## config.mk

```make
export PLATFORM = sky130hd
export DESIGN_NAME = flow_sequence_tracker_top
export DESIGN_NICKNAME = d
export VERILOG_FILES = /design/src/design/fst_pkg.sv /design/src/design/fst_ram.sv /design/src/design/fst_eval.sv /design/src/design/flow_sequence_tracker_top.sv
export SDC_FILE = /design/constraint.sdc
export NUM_CORES = 2
export LEC_CHECK = 0
export ABC_AREA = 1
export BUFFER_PORTS_ARGS = -buffer_cell sky130_fd_sc_hd__buf_2
export CORE_ASPECT_RATIO = 0.7
export CORE_MARGIN = 8
export CORE_UTILIZATION = 35
export CTS_CLUSTER_SIZE = 16
export DETAILED_ROUTE_END_ITERATION = 10
export GPL_TIMING_DRIVEN = 0
export PLACE_DENSITY = 0.57
export RECOVER_POWER = 100
export SYNTH_ARGS = -nofsm -noshare
export SYNTH_HDL_FRONTEND = slang
export SYNTH_SLANG_ARGS = --single-unit
```

## constraint.sdc

```tcl
create_clock -name clk -period 25.9 [get_ports clk]
set_input_delay 7.77 -clock clk [delete_from_list [all_inputs] [get_ports clk]]
set_output_delay 7.77 -clock clk [all_outputs]
set_load 0.03 [all_outputs]
```

## src/design/fst_pkg.sv

```systemverilog
// ----------------------------------------------------------------------------
// fst_pkg: shared types and constants of the flow sequence tracker
// Table entry layout, sequencer states and the result of one entry check.
// ----------------------------------------------------------------------------
package fst_pkg;

  localparam int unsigned ADDR_W = 32;
  localparam int unsigned PORT_W = 16;
  localparam int unsigned SEQ_W  = 16;
  localparam int unsigned TIME_W = 32;
  localparam int unsigned TMO_W  = 16;

  localparam logic [TMO_W-1:0] TIMEOUT_RESET = 16'd120;

  typedef struct packed {
    logic [ADDR_W-1:0] addr;
    logic [PORT_W-1:0] port;
    logic [SEQ_W-1:0]  seq;
    logic [TIME_W-1:0] last_time;
  } entry_t;

  localparam int unsigned ENTRY_W = $bits(entry_t);

  typedef struct packed {
    logic [ADDR_W-1:0] addr;
    logic [PORT_W-1:0] port;
    logic [SEQ_W-1:0]  seq;
    logic [TIME_W-1:0] now;
  } request_t;

  // Outcome of checking one table entry against the request
  typedef struct packed {
    logic   hit;
    logic   ooo;
    logic   wr_en;
    entry_t wr_entry;
  } eval_res_t;

  typedef enum logic [1:0] {
    ST_IDLE,
    ST_SCAN,
    ST_FINISH
  } state_t;

endpackage

```

## src/design/fst_ram.sv

```systemverilog
// ----------------------------------------------------------------------------
// fst_ram: generic single-write, single-read RAM
// One write port and one read port with registered read data.
// ----------------------------------------------------------------------------
module fst_ram #(
  parameter int unsigned WIDTH = 8,
  parameter int unsigned DEPTH = 16
) (
  input  logic                                       clk,
  input  logic                                       wr_en,
  input  logic [((DEPTH > 1) ? $clog2(DEPTH) : 1)-1:0] wr_addr,
  input  logic [WIDTH-1:0]                           wr_data,
  input  logic                                       rd_en,
  input  logic [((DEPTH > 1) ? $clog2(DEPTH) : 1)-1:0] rd_addr,
  output logic [WIDTH-1:0]                           rd_data
);

  logic [WIDTH-1:0] mem [DEPTH];

  always_ff @(posedge clk) begin
    if (wr_en) begin
      mem[wr_addr] <= wr_data;
    end
    if (rd_en) begin
      rd_data <= mem[rd_addr];
    end
  end

endmodule

```

## src/design/fst_eval.sv

```systemverilog
// ----------------------------------------------------------------------------
// fst_eval: entry check unit
// Match, expiry and sequence compare for one table entry per cycle.
// ----------------------------------------------------------------------------
module fst_eval (
  input  fst_pkg::entry_t                entry,
  input  fst_pkg::request_t              req,
  input  logic [fst_pkg::TMO_W-1:0]      timeout,
  input  logic                           matched,
  output fst_pkg::eval_res_t             res
);

  logic [fst_pkg::TIME_W-1:0] age;
  logic                       expired;
  logic                       hit;

  assign age     = req.now - entry.last_time;
  assign expired = (req.now >= entry.last_time) &&
                   (age >= fst_pkg::TIME_W'(timeout));
  assign hit     = !matched && (entry.addr == req.addr) && (entry.port == req.port);

  always_comb begin
    res          = '0;
    res.hit      = hit;
    res.wr_entry = entry;
    if (hit) begin
      if (!expired && (entry.seq > req.seq)) begin
        res.ooo = 1'b1;
      end else begin
        res.wr_en              = 1'b1;
        res.wr_entry.seq       = req.seq;
        res.wr_entry.last_time = req.now;
      end
    end else if (expired) begin
      // clear the stale sequence and restart its age
      res.wr_en              = 1'b1;
      res.wr_entry.seq       = '0;
      res.wr_entry.last_time = req.now;
    end
  end

endmodule

```

## src/design/flow_sequence_tracker_top.sv

```systemverilog
// ----------------------------------------------------------------------------
// flow_sequence_tracker_top: per-client sequence tracker
// Walks the table once per request, one entry per cycle via a single check
// unit, then appends an unknown client if there is room; reports one item.
// ----------------------------------------------------------------------------
//
//  channel   | direction | handshake          | payload
//  ----------+-----------+--------------------+--------------------------------
//  s_*       | in        | s_tvalid/s_tready  | s_tdata: client request (96 b)
//  m_*       | out       | m_tvalid/m_tready  | m_tdata: result (40 b)
//  cfg_*     | in        | cfg_wr_en          | cfg_wr_data: timeout_seconds
//
//  Each item walks the filled entries (at most TABLE_DEPTH) before its result
//  is loaded: the walk issues one RAM read a cycle, the check of each entry
//  follows in the next cycle on the registered data, ST_SCAN ends once no
//  read or check is left, and ST_FINISH then loads the result.
//  rst clears the fill count, the sequencer and the output valid; the
//  table RAM is not cleared, entries at or above the fill count are never read.
//  A result that waits at m_* holds the sequencer in its last step only; the
//  next request is accepted while the previous result still waits.
//
module flow_sequence_tracker_top #(
  parameter int unsigned TABLE_DEPTH = 16
) (
  input  logic        clk,
  input  logic        rst,

  // src_ip[31:0], client_port[47:32], seq_number[63:48], now_seconds[95:64]
  input  logic [95:0] s_tdata,
  input  logic        s_tvalid,
  output logic        s_tready,

  // out_of_order[0], stored_seq[16:1], reported_seq[32:17], new_client[33],
  // table_full[34], zero fill [39:35]
  output logic [39:0] m_tdata,
  output logic        m_tvalid,
  input  logic        m_tready,

  input  logic        cfg_wr_en,
  input  logic [15:0] cfg_wr_data
);

  localparam int unsigned IDX_W = (TABLE_DEPTH > 1) ? $clog2(TABLE_DEPTH) : 1;
  localparam int unsigned CNT_W = $clog2(TABLE_DEPTH + 1);
  localparam logic [CNT_W-1:0] DEPTH_CNT = CNT_W'(TABLE_DEPTH);

  // Configuration
  logic [fst_pkg::TMO_W-1:0] timeout;

  always_ff @(posedge clk) begin
    if (rst) begin
      timeout <= fst_pkg::TIMEOUT_RESET;
    end else if (cfg_wr_en) begin
      timeout <= cfg_wr_data;
    end
  end

  // Sequencer state
  fst_pkg::state_t state, state_next;

  fst_pkg::request_t req;
  logic [CNT_W-1:0]  slot_count;
  logic [CNT_W-1:0]  rd_idx;
  logic [IDX_W-1:0]  ev_idx;
  logic              pend;
  logic              matched;
  logic [fst_pkg::SEQ_W-1:0] held;
  logic              ooo;

  // Output register
  logic              out_ooo;
  logic [fst_pkg::SEQ_W-1:0] out_stored;
  logic [fst_pkg::SEQ_W-1:0] out_reported;
  logic              out_new;
  logic              out_full;

  // Table RAM ports
  logic                       ram_we;
  logic [IDX_W-1:0]           ram_waddr;
  fst_pkg::entry_t            ram_wdata;
  logic                       ram_re;
  logic [IDX_W-1:0]           ram_raddr;
  logic [fst_pkg::ENTRY_W-1:0] ram_rdata;
  fst_pkg::entry_t            rd_entry;

  fst_pkg::eval_res_t ev;

  logic in_take;
  logic issue;
  logic walk_done;
  logic out_free;
  logic can_append;
  logic finish;

  assign in_take    = s_tvalid && s_tready;
  assign issue      = (state == fst_pkg::ST_SCAN) && (rd_idx < slot_count);
  assign walk_done  = !issue && !pend;
  assign out_free   = !m_tvalid || m_tready;
  assign can_append = !matched && (slot_count < DEPTH_CNT);
  assign finish     = (state == fst_pkg::ST_FINISH) && out_free;
  assign rd_entry   = fst_pkg::entry_t'(ram_rdata);

  fst_ram #(
    .WIDTH (fst_pkg::ENTRY_W),
    .DEPTH (TABLE_DEPTH)
  ) u_table (
    .clk     (clk),
    .wr_en   (ram_we),
    .wr_addr (ram_waddr),
    .wr_data (ram_wdata),
    .rd_en   (ram_re),
    .rd_addr (ram_raddr),
    .rd_data (ram_rdata)
  );

  fst_eval u_eval (
    .entry   (rd_entry),
    .req     (req),
    .timeout (timeout),
    .matched (matched),
    .res     (ev)
  );

  // Next state
  always_comb begin
    state_next = state;
    unique case (state)
      fst_pkg::ST_IDLE: begin
        if (in_take) begin
          state_next = fst_pkg::ST_SCAN;
        end
      end
      fst_pkg::ST_SCAN: begin
        if (walk_done) begin
          state_next = fst_pkg::ST_FINISH;
        end
      end
      fst_pkg::ST_FINISH: begin
        if (out_free) begin
          state_next = fst_pkg::ST_IDLE;
        end
      end
      default: state_next = fst_pkg::ST_IDLE;
    endcase
  end

  // Sequencer outputs: RAM port drive and input ready
  always_comb begin
    s_tready  = 1'b0;
    ram_re    = 1'b0;
    ram_raddr = rd_idx[IDX_W-1:0];
    ram_we    = 1'b0;
    ram_waddr = ev_idx;
    ram_wdata = ev.wr_entry;
    unique case (state)
      fst_pkg::ST_IDLE: begin
        s_tready = 1'b1;
      end
      fst_pkg::ST_SCAN: begin
        ram_re = issue;
        // write-back of entry ev_idx never collides with the read of rd_idx
        ram_we = pend && ev.wr_en;
      end
      fst_pkg::ST_FINISH: begin
        ram_we              = out_free && can_append;
        ram_waddr           = slot_count[IDX_W-1:0];
        ram_wdata.addr      = req.addr;
        ram_wdata.port      = req.port;
        ram_wdata.seq       = req.seq;
        ram_wdata.last_time = req.now;
      end
      default: begin
        s_tready = 1'b0;
      end
    endcase
  end

  // Control registers
  always_ff @(posedge clk) begin
    if (rst) begin
      state      <= fst_pkg::ST_IDLE;
      slot_count <= '0;
      rd_idx     <= '0;
      pend       <= 1'b0;
      matched    <= 1'b0;
      ooo        <= 1'b0;
      m_tvalid   <= 1'b0;
    end else begin
      state <= state_next;
      if (in_take) begin
        rd_idx  <= '0;
        pend    <= 1'b0;
        matched <= 1'b0;
        ooo     <= 1'b0;
      end
      if (state == fst_pkg::ST_SCAN) begin
        pend <= issue;
        if (issue) begin
          rd_idx <= rd_idx + CNT_W'(1);
        end
        if (pend && ev.hit) begin
          matched <= 1'b1;
          ooo     <= ev.ooo;
        end
      end
      if (finish && can_append) begin
        slot_count <= slot_count + CNT_W'(1);
      end
      // hold the result until taken, load the next one when free
      if (finish) begin
        m_tvalid <= 1'b1;
      end else if (m_tready) begin
        m_tvalid <= 1'b0;
      end
    end
  end

  // Payload registers
  always_ff @(posedge clk) begin
    if (in_take) begin
      req  <= fst_pkg::request_t'({s_tdata[31:0], s_tdata[47:32],
                                   s_tdata[63:48], s_tdata[95:64]});
      held <= '0;
    end
    if ((state == fst_pkg::ST_SCAN) && issue) begin
      ev_idx <= rd_idx[IDX_W-1:0];
    end
    if ((state == fst_pkg::ST_SCAN) && pend && ev.hit) begin
      held <= rd_entry.seq;
    end
    if (finish) begin
      out_ooo      <= ooo;
      out_stored   <= held;
      out_reported <= ooo ? req.seq : '0;
      out_new      <= can_append;
      out_full     <= !matched && !can_append;
    end
  end

  assign m_tdata = {5'b0, out_full, out_new, out_reported, out_stored, out_ooo};

endmodule

```

==> out/metrics.yaml <==
startpoint_type: "primary input"
drtIter0Drc: 5868
synth-compound-area-share_pct: 8.95
worstSetupStartpoint: "m_tready"
overflow: 0
synth-adder-area-share_pct: 1.27
netSwitchingPower_uw: 2370
number_of_enable_flip_flop_cells_after_synthesis: 1783
detailed_place_hpwl_mm: 156
timing.critical_path.fanout_max: 21
min_period_ps: 14760
place_congestion: 0.860
rsz0062_at_grt: "no"
clock_latency_ps: 860
area.growth.synth_to_final_pct: 13.7
critical-path-slowest-cell: "nor2_1"
synthXorXnorAreaFrac_pct: 0.392
grt_pass1_vias: 46651
capturing_element_type_of_the_critical_path: "flop"
worstReg2RegStart: "req[9]"
num_vias: 48378
detailedRoute.firstPassIterationCount: 6
synth_area_leaders: "edfxtp_1 73%, nor2_1 4.9%, nand2_1 3.6%, o21ai_0 3.1%, o32ai_1 2.8%"
power_leakage_uw: 0.0279
postLayoutCellArea_sq_mm: 0.0838
ys.flop_type: "edfxtp_1"
ir_worst_vdd_mv: 0.0610
postSynthAreaPerCell_sq_um: 13.0
num-nets-final: 6299
finalSetupTns_ps: 0
layout_worst_path_cycle_share_pct: 57.0
number_of_different_library_cells_in_the_post_synthesis_netlist: 43
route.detailed.drc: 0
synth_top_family_by_area: "simple AND/OR/NAND/NOR gates"
core_region_area_sq_mm: 0.210
yosys.area.top_type_share_pct: 72.6
detailed_place.area_sq_mm: 0.0800
synth_seq_area_share_pct: 73.5
routedWlPerCell_um: 25.0
power.clock.fraction_pct: 32.4
synth_async_sr_flop_share_pct: 0
cts-hold-fix-buffers: 0
die-area_sq_mm: 0.226
pin_count_of_the_biggest_net_entering_global_routing: 64
worst_hold_path_type: "reg2reg"
violations: "max-capacitance violations, max-slew violations"
cp_slowest_stage_delay_ps: 1400
maxSlewHeadroom_pct: -210
cts-buffers-inserted: 184
final-max-slew-violation-count: 1520
synth_area_sq_mm: 0.0737
r2r_slack_ps: 16800
setup-violations-final: 0
grt_antenna_before_repair: 4
clock_tree.buffer_depth: 4
number_of_i_o_port_buffers: 152
synth_mux_area_share_pct: 2.05
cap_violations: 69
yosys.area_share.simple_pct: 10.2
num_rows: 141
ys_seq_elements: 1815
worst_pin_slew_ps: 4650
cp.arrival_ps: 15160
status: "complete, but fails checks"
maximum_clock_frequency_mhz: 67.7
cell_internal_power_dissipation_uw: 5490
final_hold_viol_count: 0
worst_hold_slack_ps: 392
die_w_um: 565
antenna_violating_nets_post_route: 0
cts.clk_slew.worst_paths_ps: 60
synth.largest_area_cell: "edfxtp_1"
pwr_density_cell_mw_per_mm2: 93.8
numClockSinks: 1815
finalWirelength_mm: 226
netSwitchingFraction_pct: 30.2
synthesis.instances: 5668
global_route_wire_length_before_repair_mm: 324
final_layout_size_suffix_gt1_share_pct: 6.15
yosysWarnings: 0
p_seq_share_pct: 49.0
count_leader_synth: "edfxtp_1"
grt_util_all_layers_pct: 19.4
io_pins: 159
htree_num_levels: 4
worst_clock_skew_ps: 90.4
die-height_um: 400
synthTopCellsByCount: "1783 x edfxtp_1, 963 x nor2_1, 705 x nand2_1"
worstPathCellList: "buf_2, nor2_1, nor2_1, nand2_1, nand2_1, nand2_1, nor2_1, clkbuf_1, clkbuf_1, clkbuf_1"
sequential_cell_area_sq_mm: 0.0542
combined_area_of_the_multi_input_logic_cells_sq_mm: 0.0169
worst-setup-path-type: "in2reg"
comb_power_share_pct: 18.6
tritoncts_clock_tree: "done"
power.total_uw: 7860
critPathRequiredTime_ps: 26300
cts_post_setup_buffers_inserted: 0
cts-resized-gates: 0
n_fill_cell: 19868
worst_hold_startpoint: "held[11]"
effective_utilization_at_floorplan_pct: 35.1
drt-vias-per-instance: 5.35
clock_tree.root_cell: "clkbuf_16"
## power by group through the flow
stage	Clock [uW]	Sequential, uW	Combinational (uW)
floorplan	0	3890	828
global route	2690	3870	1590
detailed placement	0	3900	1510
CTS	2590	3840	1520
global placement	0	3940	1400
finish	2550	3850	1460
## cell families (layout without fill, tap and decap cells)
logic type / after synthesis / count (layout)
mux: 151 / 151
simple gates: 1914 / 1914
flops: 1815 / 1815
other cells: 1 / 10
buf+inv: 683 / 1254
xor+xnor: 33 / 33
fa+ha+maj: 74 / 74
compound gates: 997 / 997
## worst paths after layout
path                               to  cells past startpoint
hold / removal         out_stored[11]                      0
setup reg to reg  u_table.mem[10][94]                     24
hold reg to reg        out_stored[11]                      0
setup / recovery  u_table.mem[10][94]                     10
## critical path, delay by kind of cell
kind	cells	cell delay (ps)
buffers and inverters	4	3650
AND/OR/NAND/NOR	6	3660
## state kept, by name (all words and copies together), names as in the netlist, 16 cells and up
signal	cells
out_reported	16
timeout	16
held	16
req	96
out_stored	16
u_table.mem	1536
u_table.rd_data	96
## metal layers
layer	wire length (um)	vias to the layer above	global-route usage [%]
li1	-	21590	-
met1	99100	24039	28.2
met2	96900	2396	28.9
met3	23200	353	4.47
met4	6880	0	5.82
met5	0	-	0
## placed cells by master (no fill, tap or decap), types with 9 or more instances in the layout
cell and count:
xor2_1 27, bufinv_16 11, dfxtp_1 32, nand2_1 707, clkbuf_16 185, buf_2 113, o32ai_1 233, o221ai_1 152
a21oi_1 61, clkbuf_2 13, o211ai_1 42, ha_1 73, buf_1 15, edfxtp_1 1783, clkbuf_1 468, clkinv_2 24
o21ai_0 484, nor3_1 13, inv_1 346, buf_4 9, clkinv_1 49, nand3_1 198, nand4_1 12, nor2_1 962
o22ai_1 11, mux2i_1 151
## metrics by stage
step / util, % / setup slack (ps) / instances
after global routing: 39.9 / 10710 / 9031
after global placement: 37.1 / 4500 / 8612
after CTS: 40.7 / 15480 / 9031
after floorplan: - / 11140 / 5672
final: 39.9 / 11140 / 9036
after detailed placement: 38.1 / 14630 / 8710
## cell type report
cell class	count	share of cell area [%]
antenna	5	0.0149
buffer	331	1.58
clock buffer	224	5.70
clock inverter	97	0.937
inverter	352	1.58
multi-input combinational	3174	20.1
sequential	1815	64.6
tap	2788	4.16
timing repair buffer	250	1.27
Note: power is estimated with default switching activity, not from simulation.
